File: config.mk
export PLATFORM = sky130hd
export DESIGN_NAME = multi_reader_broadcast_ring_unit
export DESIGN_NICKNAME = d
export VERILOG_FILES = /design/src/hw/rtl/mrbr_pkg.sv /design/src/hw/rtl/mrbr_ram.sv /design/src/hw/rtl/mrbr_ctrl.sv /design/src/hw/rtl/mrbr_dp.sv /design/src/hw/rtl/multi_reader_broadcast_ring_unit.sv
export SDC_FILE = /design/constraint.sdc
export NUM_CORES = 1
export LEC_CHECK = 0
export BUFFER_PORTS_ARGS = -buffer_cell sky130_fd_sc_hd__buf_2
export CAP_MARGIN = 20
export CELL_PAD_IN_SITES_DETAIL_PLACEMENT = 0
export CELL_PAD_IN_SITES_GLOBAL_PLACEMENT = 1
export CORE_ASPECT_RATIO = 1.5
export CORE_MARGIN = 2
export CORE_UTILIZATION = 36
export DETAILED_ROUTE_END_ITERATION = 6
export GPL_TIMING_DRIVEN = 0
export PLACE_DENSITY_LB_ADDON = 0.1
export SLEW_MARGIN = 40
export SYNTH_ARGS = -nofsm -noshare
export SYNTH_HDL_FRONTEND = slang
export SYNTH_SLANG_ARGS = --single-unit
File: constraint.sdc
create_clock -name clk -period 5.29 [get_ports clk]
set_input_delay 1.058 -clock clk [delete_from_list [all_inputs] [get_ports clk]]
set_output_delay 1.058 -clock clk [all_outputs]
set_load 0.01 [all_outputs]
File: src/hw/rtl/mrbr_pkg.sv
// ----------------------------------------------------------------------------
// mrbr_pkg
// Shared types and sizes for the multi-reader broadcast ring.
// ----------------------------------------------------------------------------
package mrbr_pkg;

	localparam int SLOTS     = 16;
	localparam int READERS   = 8;
	localparam int WORD_BITS = 32;

	localparam int SLOT_W = (SLOTS > 1) ? $clog2(SLOTS) : 1;
	localparam int CNT_W  = $clog2(SLOTS + 1);
	localparam int RID_W  = (READERS > 1) ? $clog2(READERS) : 1;

	// fixed field widths of the command and result items
	localparam int OP_W  = 2;
	localparam int ID_W  = 3;
	localparam int ST_W  = 3;

	typedef enum logic [OP_W-1:0] {
		OP_SUBSCRIBE   = 2'd0,
		OP_UNSUBSCRIBE = 2'd1,
		OP_WRITE       = 2'd2,
		OP_READ        = 2'd3
	} op_t;

	typedef enum logic [ST_W-1:0] {
		ST_OK          = 3'd0,
		ST_NO_ID       = 3'd1,
		ST_DROPPED     = 3'd2,
		ST_OVERWROTE   = 3'd3,
		ST_EMPTY       = 3'd4,
		ST_NOT_PENDING = 3'd5
	} status_t;

	typedef enum logic {
		S_IDLE = 1'b0,
		S_EXEC = 1'b1
	} state_t;

	typedef struct packed {
		logic [OP_W-1:0]      op;
		logic [ID_W-1:0]      subscriber;
		logic [WORD_BITS-1:0] write_word;
	} cmd_t;

	typedef struct packed {
		logic [ST_W-1:0]      status;
		logic [ID_W-1:0]      given_id;
		logic [WORD_BITS-1:0] read_word;
	} result_t;

	// controller to datapath
	typedef struct packed {
		logic capture;
		logic execute;
	} ctl_t;

endpackage

File: src/hw/rtl/mrbr_ram.sv
// ----------------------------------------------------------------------------
// mrbr_ram
// Generic single-write, single-read RAM with registered read data.
// ----------------------------------------------------------------------------
module mrbr_ram #(
	parameter int WIDTH = 32,
	parameter int DEPTH = 16
) (
	input  logic                     clk,
	input  logic                     we,
	input  logic [$clog2(DEPTH)-1:0] waddr,
	input  logic [WIDTH-1:0]         wdata,
	input  logic                     re,
	input  logic [$clog2(DEPTH)-1:0] raddr,
	output logic [WIDTH-1:0]         rdata
);

	logic [WIDTH-1:0] mem_q [DEPTH];

	always_ff @(posedge clk) begin
		if (we) begin
			mem_q[waddr] <= wdata;
		end
		if (re) begin
			rdata <= mem_q[raddr];
		end
	end

endmodule

File: src/hw/rtl/mrbr_ctrl.sv
// ----------------------------------------------------------------------------
// mrbr_ctrl
// Two-state sequencer: take an item, execute it, strobe the result.
// ----------------------------------------------------------------------------
module mrbr_ctrl
	import mrbr_pkg::*;
(
	input  logic clk,
	input  logic arst_n,
	input  logic start,
	output logic busy,
	output logic done,
	output ctl_t ctl
);

	state_t state_q, state_d;
	logic   done_q;

	always_ff @(posedge clk or negedge arst_n) begin
		if (!arst_n) begin
			state_q <= S_IDLE;
			done_q  <= 1'b0;
		end else begin
			state_q <= state_d;
			done_q  <= ctl.execute;
		end
	end

	always_comb begin
		state_d     = state_q;
		ctl.capture = 1'b0;
		ctl.execute = 1'b0;
		busy        = 1'b0;
		unique case (state_q)
			S_IDLE: begin
				if (start) begin
					ctl.capture = 1'b1;
					state_d     = S_EXEC;
				end
			end
			S_EXEC: begin
				busy        = 1'b1;
				ctl.execute = 1'b1;
				state_d     = S_IDLE;
			end
		endcase
	end

	assign done = done_q;

	// busy drops again after every execute state
	a_busy_single: assert property (@(posedge clk) disable iff (!arst_n)
		busy |=> !busy) else $error("busy held for two cycles");

	// a strobe only ever follows an execute cycle
	a_done_after_exec: assert property (@(posedge clk) disable iff (!arst_n)
		ctl.execute |=> done) else $error("no result after execute");

endmodule

File: src/hw/rtl/mrbr_dp.sv
// ----------------------------------------------------------------------------
// mrbr_dp
// Ring state, pending masks, reader pointers and the slot word RAM.
// ----------------------------------------------------------------------------
module mrbr_dp
	import mrbr_pkg::*;
(
	input  logic    clk,
	input  logic    arst_n,
	input  ctl_t    ctl,
	input  cmd_t    cmd,
	output result_t result
);

	// captured item
	op_t                  op_q;
	logic [ID_W-1:0]      id_q;
	logic [WORD_BITS-1:0] word_q;
	logic [SLOT_W-1:0]    pos_q;

	// ring state
	logic [READERS-1:0] active_q, active_d;
	logic [READERS-1:0] pending_q [SLOTS];
	logic [READERS-1:0] pending_d [SLOTS];
	logic [SLOT_W-1:0]  oldest_q, oldest_d;
	logic [CNT_W-1:0]   count_q, count_d;
	logic [SLOT_W-1:0]  rdidx_q [READERS];

	logic               rdidx_we;
	logic [RID_W-1:0]   rdidx_wa;
	logic [SLOT_W-1:0]  rdidx_wd;

	logic                 ram_we;
	logic [SLOT_W-1:0]    ram_raddr;
	logic [WORD_BITS-1:0] ram_rdata;

	logic [SLOT_W-1:0]  end_idx;
	logic [RID_W-1:0]   id_r;
	logic               id_ok;
	logic [RID_W-1:0]   free_id;
	logic               free_found;
	logic [SLOTS-1:0]   in_range;
	logic [READERS-1:0] pend_left;
	result_t            res_d, res_q;

	// (a + b) mod SLOTS, both below SLOTS+1
	function automatic logic [SLOT_W-1:0] slot_add(logic [SLOT_W-1:0] a,
			logic [CNT_W-1:0] b);
		logic [CNT_W:0] s;
		s = (CNT_W+1)'(a) + (CNT_W+1)'(b);
		if (s >= (CNT_W+1)'(SLOTS)) begin
			s = s - (CNT_W+1)'(SLOTS);
		end
		return s[SLOT_W-1:0];
	endfunction

	assign id_r      = id_q[RID_W-1:0];
	assign id_ok     = ({{(32-ID_W){1'b0}}, id_q} < 32'(READERS));
	assign end_idx   = slot_add(oldest_q, count_q);
	assign ram_raddr = rdidx_q[cmd.subscriber[RID_W-1:0]];
	assign pend_left = pending_q[pos_q] & ~(READERS'(1) << id_r);

	// lowest clear bit of the active mask
	always_comb begin
		free_id    = '0;
		free_found = 1'b0;
		for (int i = READERS - 1; i >= 0; i--) begin
			if (!active_q[i]) begin
				free_id    = RID_W'(i);
				free_found = 1'b1;
			end
		end
	end

	// slot lies within the held window
	always_comb begin
		logic [SLOT_W:0] d;
		for (int i = 0; i < SLOTS; i++) begin
			d = (SLOT_W+1)'(i) - (SLOT_W+1)'(oldest_q);
			if (d[SLOT_W]) begin
				d = d + (SLOT_W+1)'(SLOTS);
			end
			in_range[i] = (CNT_W'(d[SLOT_W-1:0]) < count_q);
		end
	end

	always_comb begin
		active_d  = active_q;
		pending_d = pending_q;
		oldest_d  = oldest_q;
		count_d   = count_q;
		rdidx_we  = 1'b0;
		rdidx_wa  = id_r;
		rdidx_wd  = oldest_q;
		ram_we    = 1'b0;
		res_d     = '0;
		res_d.status = ST_OK;
		unique case (op_q)
			OP_SUBSCRIBE: begin
				if (!free_found) begin
					res_d.status = ST_NO_ID;
				end else begin
					active_d[free_id] = 1'b1;
					for (int i = 0; i < SLOTS; i++) begin
						if (in_range[i]) begin
							pending_d[i][free_id] = 1'b1;
						end
					end
					rdidx_we       = 1'b1;
					rdidx_wa       = free_id;
					rdidx_wd       = oldest_q;
					res_d.given_id = ID_W'(free_id);
				end
			end
			OP_UNSUBSCRIBE: begin
				if (id_ok) begin
					active_d[id_r] = 1'b0;
					for (int i = 0; i < SLOTS; i++) begin
						pending_d[i][id_r] = 1'b0;
					end
				end
			end
			OP_WRITE: begin
				if (active_q == '0) begin
					res_d.status = ST_DROPPED;
				end else begin
					ram_we             = 1'b1;
					pending_d[end_idx] = active_q;
					if (count_q == CNT_W'(SLOTS)) begin
						res_d.status = ST_OVERWROTE;
					end else begin
						count_d = count_q + CNT_W'(1);
					end
				end
			end
			OP_READ: begin
				if (count_q == '0) begin
					res_d.status = ST_EMPTY;
				end else if (!id_ok || !pending_q[pos_q][id_r]) begin
					res_d.status = ST_NOT_PENDING;
				end else begin
					res_d.read_word  = ram_rdata;
					pending_d[pos_q] = pend_left;
					if (pend_left == '0) begin
						count_d  = count_q - CNT_W'(1);
						oldest_d = slot_add(oldest_q, CNT_W'(1));
					end
					rdidx_we = 1'b1;
					rdidx_wa = id_r;
					rdidx_wd = slot_add(pos_q, CNT_W'(1));
				end
			end
		endcase
	end

	always_ff @(posedge clk or negedge arst_n) begin
		if (!arst_n) begin
			active_q <= '0;
			oldest_q <= '0;
			count_q  <= '0;
			for (int i = 0; i < SLOTS; i++) begin
				pending_q[i] <= '0;
			end
			for (int r = 0; r < READERS; r++) begin
				rdidx_q[r] <= '0;
			end
		end else if (ctl.execute) begin
			active_q  <= active_d;
			oldest_q  <= oldest_d;
			count_q   <= count_d;
			pending_q <= pending_d;
			if (rdidx_we) begin
				rdidx_q[rdidx_wa] <= rdidx_wd;
			end
		end
	end

	always_ff @(posedge clk) begin
		if (ctl.capture) begin
			op_q   <= op_t'(cmd.op);
			id_q   <= cmd.subscriber;
			word_q <= cmd.write_word;
			pos_q  <= ram_raddr;
		end
		if (ctl.execute) begin
			res_q <= res_d;
		end
	end

	mrbr_ram #(
		.WIDTH (WORD_BITS),
		.DEPTH (SLOTS)
	) u_words (
		.clk   (clk),
		.we    (ram_we & ctl.execute),
		.waddr (end_idx),
		.wdata (word_q),
		.re    (ctl.capture),
		.raddr (ram_raddr),
		.rdata (ram_rdata)
	);

	assign result = res_q;

	logic [READERS-1:0] pend_or;
	always_comb begin
		pend_or = '0;
		for (int i = 0; i < SLOTS; i++) begin
			pend_or = pend_or | pending_q[i];
		end
	end

	a_count_bound: assert property (@(posedge clk) disable iff (!arst_n)
		count_q <= CNT_W'(SLOTS)) else $error("held count beyond ring size");

	a_pending_active: assert property (@(posedge clk) disable iff (!arst_n)
		(pend_or & ~active_q) == '0) else $error("pending bit for inactive id");

	a_exec_after_capture: assert property (@(posedge clk) disable iff (!arst_n)
		ctl.execute |-> $past(ctl.capture)) else $error("execute without item");

endmodule

File: src/hw/rtl/multi_reader_broadcast_ring_unit.sv
// ----------------------------------------------------------------------------
// multi_reader_broadcast_ring_unit
// done strobes from a register fed by the execute state.
// A new item is not taken while one executes: the registered read of the
// slot word RAM is followed by the execute state, with busy high in it.
// Reset clears subscriptions, pending masks, pointers and the held count.
// Results cannot be stalled: each stays on result until the next execute.
// ----------------------------------------------------------------------------
module multi_reader_broadcast_ring_unit
	import mrbr_pkg::*;
(
	input  logic    clk,
	input  logic    arst_n,
	input  logic    start,
	input  cmd_t    cmd,
	output logic    busy,
	output logic    done,
	output result_t result
);

	// Flow per item:
	//   idle cycle  - start accepted, command captured, RAM read of the
	//                 reader's slot launched, its pointer latched
	//   exec cycle  - op applied to masks, pointers and count; a write
	//                 lands in the RAM; result registered
	//   next cycle  - done pulses with result while a new item may be taken
	ctl_t ctl;

	mrbr_ctrl u_ctrl (
		.clk    (clk),
		.arst_n (arst_n),
		.start  (start),
		.busy   (busy),
		.done   (done),
		.ctl    (ctl)
	);

	// Datapath holds the ring: pending masks in flops (cleared on reset,
	// updated column-wise for subscribe/unsubscribe), words in RAM.
	mrbr_dp u_dp (
		.clk    (clk),
		.arst_n (arst_n),
		.ctl    (ctl),
		.cmd    (cmd),
		.result (result)
	);

endmodule
==> results of run 1 <==
-- final cells by class --
| type | count | share of cell area |
|---|---|---|
| diodes | 2 | 0.000111 |
| plain buffers | 268 | 0.0273 |
| clock buffers | 105 | 0.0498 |
| clock inverters | 53 | 0.0126 |
| inverters | 43 | 0.00358 |
| multi-input cells | 2190 | 0.317 |
| flip-flops and latches | 802 | 0.515 |
| well taps | 1415 | 0.0393 |
| repair buffers | 143 | 0.0353 |
-- state kept, by name (all words and copies together) (netlist names), 2 cells and up --
signal	count
u_dp.active_q	8
u_dp.op_q	2
u_dp.pending_q	128
u_dp.rdidx_q	32
u_dp.count_q	5
u_dp.pos_q	4
u_dp.id_q	3
u_dp.result	38
u_dp.oldest_q	4
u_dp.word_q	32
u_dp.u_words.rdata	32
u_dp.u_words.mem_q	512
-- per-layer routing --
layer,up-vias,part of all wire,track usage,routed length [µm]
met4,4,0.079,0.204,12700
met2,1390,0.52,0.527,83800
met3,482,0.053,0.0415,8570
met1,15094,0.35,0.307,55700
li1,13033,-,-,-
met5,-,0.00016,0,26
-- cells in the final DEF (no fill, tap or decap), types with 126 or more instances in the layout --
master | synthesis | layout
a31oi_1 | 163 | 163
edfxtp_1 | 623 | 623
dfrtp_1 | 179 | 178
a21oi_1 | 160 | 160
mux2_2 | 151 | 151
a222oi_1 | 126 | 126
nand3_1 | 155 | 154
nand2_1 | 693 | 693
clkbuf_1 | 216 | 188
o21ai_0 | 153 | 153
-- worst paths after layout --
check                                        startpoint                            endpoint  slack, ns  cells past startpoint
max                                             cmd[33]    u_dp.u_words.rdata[29]$_DFFE_PP_       0.40                     10
min                                              arst_n     u_dp.pending_q[108]$_DFFE_PN0P_       0.19                      1
max reg2reg                u_dp.oldest_q[2]$_DFFE_PN0P_  u_dp.u_words.mem_q[8][5]$_DFFE_PP_       0.55                     10
min reg2reg                 u_dp.rdidx_q[0]$_DFFE_PN0P_         u_dp.rdidx_q[0]$_DFFE_PN0P_       0.51                      1
max in group asynchronous                        arst_n            u_ctrl.state_q$_DFF_PN0_       4.11                      3
min in group clk            u_dp.rdidx_q[0]$_DFFE_PN0P_         u_dp.rdidx_q[0]$_DFFE_PN0P_       0.51                      1
-- worst max-delay path: stages --
cell and delay [ns]:
buf_2 0.20, clkbuf_1 0.47, mux4_2 0.40, mux2i_1 0.56, clkbuf_1 0.57, clkbuf_2 0.46
clkbuf_1 0.62, nand3_1 0.14, a311oi_1 0.56, a21oi_1 0.19
-- cell families (layout without fill, tap and decap cells) --
logic type	after synthesis	in the layout
adders and majority gates	54	54
muxes	215	215
AOI/OAI and AO/OA	788	788
other	0	2
xor gates and xnor gates	20	20
DFF	802	802
buffers and inverters	312	612
and+or+nand+nor	1113	1113
-- power by group through the flow --
| stage | combinational (W) | clock [W] | sequential (W) |
|---|---|---|---|
| final | 0.00471 | 0.00619 | 0.00821 |
| after global routing | 0.00501 | 0.00654 | 0.00826 |
| after CTS | 0.00464 | 0.00632 | 0.00816 |
| after detailed placement | 0.00462 | 0 | 0.00829 |
| after global placement | 0.00434 | 0 | 0.00827 |
| after floorplan | 0.00284 | 0 | 0.00793 |
-- through the flow --
step	area (µm²)	std cells	total power (W)	utilization	TNS (ns)
6_report	45000	5021	0.0191	0.423	0
5_1_grt	45000	5019	0.0198	0.423	0
3_3_place_gp	40700	4798	0.0126	0.382	-1570.76
4_1_cts	45000	5020	0.0191	0.423	0
3_5_place_dp	42200	4862	0.0129	0.396	-21.26
2_1_floorplan	38500	3304	0.0108	-	0
==> results.toml, run 1 <==
[status]
status = "finished, violations left"
violations = "design-rule violations"

[finish]
drive_above_1_share = 0.176
seq_area_um2 = 23200
n_fill_cell = 9973
nets = 3628
areaGrowthSynthToFinish_pct = 16.9
multiInputGateArea_um2 = 14300

[logic_synthesis]
seq_area_frac_synth = 0.602
syn_inst = 3304
async_flop_share = 0.223
synthTopCellsByArea = "edfxtp_1 49%, dfrtp_1 12%, nand2_1 6.8%, mux2_2 4.4%, a222oi_1 3.3%"
syn_nets = 3398
synth-simple-area-share = 0.127
synthXorXnorAreaFrac = 0.00455
syn_area_per_cell_um2 = 11.7
yosys.area.top_type = "edfxtp_1"
synth_top_family_by_area = "compound AO/OA/AOI/OAI gates"
yosys_warnings = 0
netlist_top_cells_count = "693 x nand2_1, 623 x edfxtp_1, 216 x clkbuf_1"
ys_ff_latch = 802
muxShareOfSynthArea = 0.0727
synth_fa_ha_area_frac = 0.0179
yosysMostFrequentCell = "nand2_1"
synth_top_area_frac = 0.486
ys_types = 78
ys.flop_type = "edfxtp_1"
syn_area_um2 = 38500
synth_compound_area_frac = 0.141
synth_edf_count = 623

[drt]
first_iter_violations = 3368
wl_per_cell_um = 32.0
dr.pass1.iters = 7
vias = 30003
routed_wl_um = 161000
drc = 6
antenna_left = 0
vias_per_cell = 5.98

[pwr]
ir_worst_vdd_uv = 358
switching_share = 0.341
p_switching_w = 0.00651
powerDensity_nw_per_um2 = 424
power_frac_seq = 0.430
internal-power_w = 0.0126
comb_power_share = 0.246
p_leak_nw = 16.4
p_clk_frac = 0.324

[floorplanning]
dieArea_um2 = 110000
initial_utilization = 0.362
io_pins = 80
design.core.area_um2 = 106000
die_y_um = 405
rows = 147
die_w_um = 271

[timing]
fmaxAchievable_ghz = 0.204
fin_crit_sh = 0.925
slew_viol_final = 0
finalHoldViolCount = 0
worst_pin_slew_ns = 0.913
setup_slack_ns = 0.396
setup_violations = 0
rsz0062_at_grt = "no"
relSlewSlack = 0.391
whs_ns = 0.191
finClkSkew_ns = 0.0397
post-route-min-period_ns = 4.89

[cts]
cts_resized = 1
cts_tree = "done"
post_cts_buffers = 0
clk_pin_slew_ns = 0.07
cts_hold_buf = 0
cts.sinks = 802
cts_root_buf = "clkbuf_16"
htreeDepth = 3
cts_buffer_depth = 3
numCtsBuffers = 86
clkLatencyLatePin_ns = 0.70

[global_route]
antenna_found_initial = 6
grt_max_degree = 61
grt_overflow = 0
grt_pass1_vias = 29942
grt_pass1_wl_um = 225000
grt_use_total = 0.290

[placement]
place_congestion = 1.03
hpwlAfterDp_um = 119000
dp_slack_ns = -0.956
io_buffers = 79

[setup_path]
end_kind = "register"
path_class = "in2reg"
critical_path.max_fanout = 10
start_kind = "input pin"
worstPathArrival_ns = 5.24
required_ns = 5.64

[flow_run]
drv_cap = 0

[min_path]
worstHoldPathType = "in2async"
No activity file was read; power rests on OpenSTA's default activity.
==> run 2: changes to the inputs <==
SYNTH_HIERARCHICAL = 1   (was default)
==> results.toml, run 2 <==
[logic_synthesis]
netlist_top_cells_count = "623 x edfxtp_1, 284 x o21ai_0, 280 x nand2_1"
seq_area_frac_synth = 0.615
ys_ff_latch = 802
synthTopCellsByArea = "edfxtp_1 50%, dfrtp_1 12%, mux4_2 8.4%, o21ai_0 3.8%, a22oi_1 3.2%"
syn_inst = 2818
synth_edf_count = 623
syn_area_um2 = 37700
yosysMostFrequentCell = "edfxtp_1"
async_flop_share = 0.223
synth_top_area_frac = 0.496
yosys.area.top_type = "edfxtp_1"
syn_area_per_cell_um2 = 13.4
ys.flop_type = "edfxtp_1"
yosys_warnings = 6
ys_types = 75
syn_nets = 2912

[timing]
post-route-min-period_ns = 5.36
setup_slack_ns = -0.0675
worst_pin_slew_ns = 0.900
rsz0062_at_grt = "no"
slew_viol_final = 0
finalHoldViolCount = 0
fmaxAchievable_ghz = 0.187
fin_crit_sh = 1.01
setup_tns_ns = -0.423
finClkSkew_ns = 0.0457
relSlewSlack = 0.388
setup_violations = 10

[cts]
htreeDepth = 3
cts_hold_buf = 0
clk_pin_slew_ns = 0.06
clkLatencyLatePin_ns = 0.70
cts.sinks = 802
cts_tree = "done"
cts_buffer_depth = 3
numCtsBuffers = 84
cts_root_buf = "clkbuf_16"

[drt]
antenna_left = 0
wl_per_cell_um = 34.9
dr.pass1.iters = 6
routed_wl_um = 158000
drc = 0
vias_per_cell = 6.01
first_iter_violations = 2909
vias = 27195

[floorplanning]
rows = 145
dieArea_um2 = 107000
initial_utilization = 0.363
die_y_um = 400
io_pins = 80
die_w_um = 268
design.core.area_um2 = 104000

[flow_run]
drv_cap = 0

[setup_path]
required_ns = 5.82
startpoint = "u_dp/pos_q[0]$_DFFE_PP_"
end_kind = "register"
r2r_start = "u_dp/pos_q[0]$_DFFE_PP_"
critical_path.max_fanout = 10
path_class = "reg2reg"
worstPathArrival_ns = 5.88
start_kind = "register"

[finish]
final_cell_mix = "623 x edfxtp_1, 280 x o21ai_0, 280 x nand2_1"
drive_above_1_share = 0.204
utilization = 0.425
nets = 3155
top_register = "u_dp/u_words/mem_q"
areaGrowthSynthToFinish_pct = 17.1
mostFrequentLayoutCell = "edfxtp_1"
largest_register_ffs = 512

[global_route]
grt_pass1_vias = 27605
grt_max_degree = 74
grt_pass1_wl_um = 218000
grt_overflow = 0
grt_use_total = 0.294
antenna_found_initial = 9

[min_path]
worstHoldPathType = "in2async"

[placement]
place_congestion = 1.02
io_buffers = 79
hpwlAfterDp_um = 116000

[pwr]
p_leak_nw = 15.6
powerDensity_nw_per_um2 = 425
ir_worst_vdd_uv = 285

[status]
violations = "negative setup slack"
status = "finished, violations left"
[run 2: cell count changes in the layout (fill, tap and decap cells not counted), moves of 66 or more]
| cell | previous run | this run |
|---|---|---|
| nand2_1 | 693 | 280 |
| o21ai_0 | 153 | 280 |
| mux2_2 | 151 | 71 |
| a222oi_1 | 126 | 14 |
| nand3_1 | 154 | 88 |
| nor2_1 | 36 | 121 |
| a31oi_1 | 163 | 42 |
| clkbuf_1 | 188 | 109 |
| a311oi_1 | 96 | 0 |
| a22oi_1 | 1 | 160 |
| mux4_2 | 26 | 141 |
[run 2: worst paths after layout]
kind                                              endpoint  depth (start not counted)  slack, ns
max                        u_dp/pending_q[103]$_DFFE_PN0P_                         12      -0.07
min                         u_dp/pending_q[96]$_DFFE_PN0P_                          1       0.26
max reg2reg                u_dp/pending_q[103]$_DFFE_PN0P_                         12      -0.07
min reg2reg                          u_ctrl/done$_DFF_PN0_                          0       0.49
max in group asynchronous   u_dp/pending_q[14]$_DFFE_PN0P_                          3       3.98
min in group clk                     u_ctrl/done$_DFF_PN0_                          0       0.49
[run 2: where the power goes]
part / internal, W / total [W] / switching [W] / leakage, nW
sequential: 0.00744 / 0.00820 / 0.000761 / 7.85
combinational: 0.00144 / 0.00431 / 0.00287 / 6.34
clock: 0.00358 / 0.00627 / 0.00269 / 1.38
[run 2: cells by family (layout without fill, tap and decap cells)]
family | after synthesis | after routing | synth area share
and+or+nand+nor | 687 | 687 | 0.0843
xor gates and xnor gates | 19 | 19 | 0.00441
muxes | 275 | 275 | 0.123
buffers and inverters | 225 | 531 | 0.0265
adders and majority gates | 54 | 54 | 0.0183
DFF | 802 | 802 | 0.615
other | 0 | 3 | 0
AOI/OAI and AO/OA | 756 | 756 | 0.128
[run 2: cell type report]
type / instances / area, µm²
diodes: 3 / 7.51
plain buffers: 182 / 901
clock buffers: 100 / 2190
clock inverters: 49 / 676
fillers: 9670 / 59800
inverters: 42 / 161
multi-input cells: 1791 / 13800
flip-flops and latches: 802 / 23200
well taps: 1396 / 1750
repair buffers: 158 / 1470
[run 2: timing repair]
action,in CTS,in global routing
resized for setup,4,2
setup buffers,0,4
endpoints found under the setup margin,37,26
[run 2: critical path: stages, from the launching register on]
cell	delay, ns
edfxtp_1	0.66
clkbuf_1	0.50
nor2_1	0.33
a22oi_2	0.28
nand3_1	0.13
mux4_2	0.47
nor2_1	0.29
a211o_1	0.53
a31oi_4	0.29
buf_2	0.36
nor2_1	0.70
buf_2	0.47
a21oi_1	0.12
[run 2: per-stage QoR]
stage               hold slack, ns  power, W  std cells  cell area, µm²  setup WS, ns
finish                       0.259    0.0188       4523           44100       -0.0675
global route                 0.257    0.0195       4522           44100        0.0516
CTS                          0.237    0.0188       4515           44000        0.0688
detailed placement           0.480    0.0124       4367           41200        -0.369
global placement             0.450    0.0122       4293           39900         -4.50
floorplan                    0.474    0.0104       2818           37700        0.0521
[run 2: layer usage]
layer  wire length (µm)  global-route usage
met2              80300               0.509
met5                 55                   0
met4              14900               0.237
met1              54800               0.319
met3               7780              0.0409
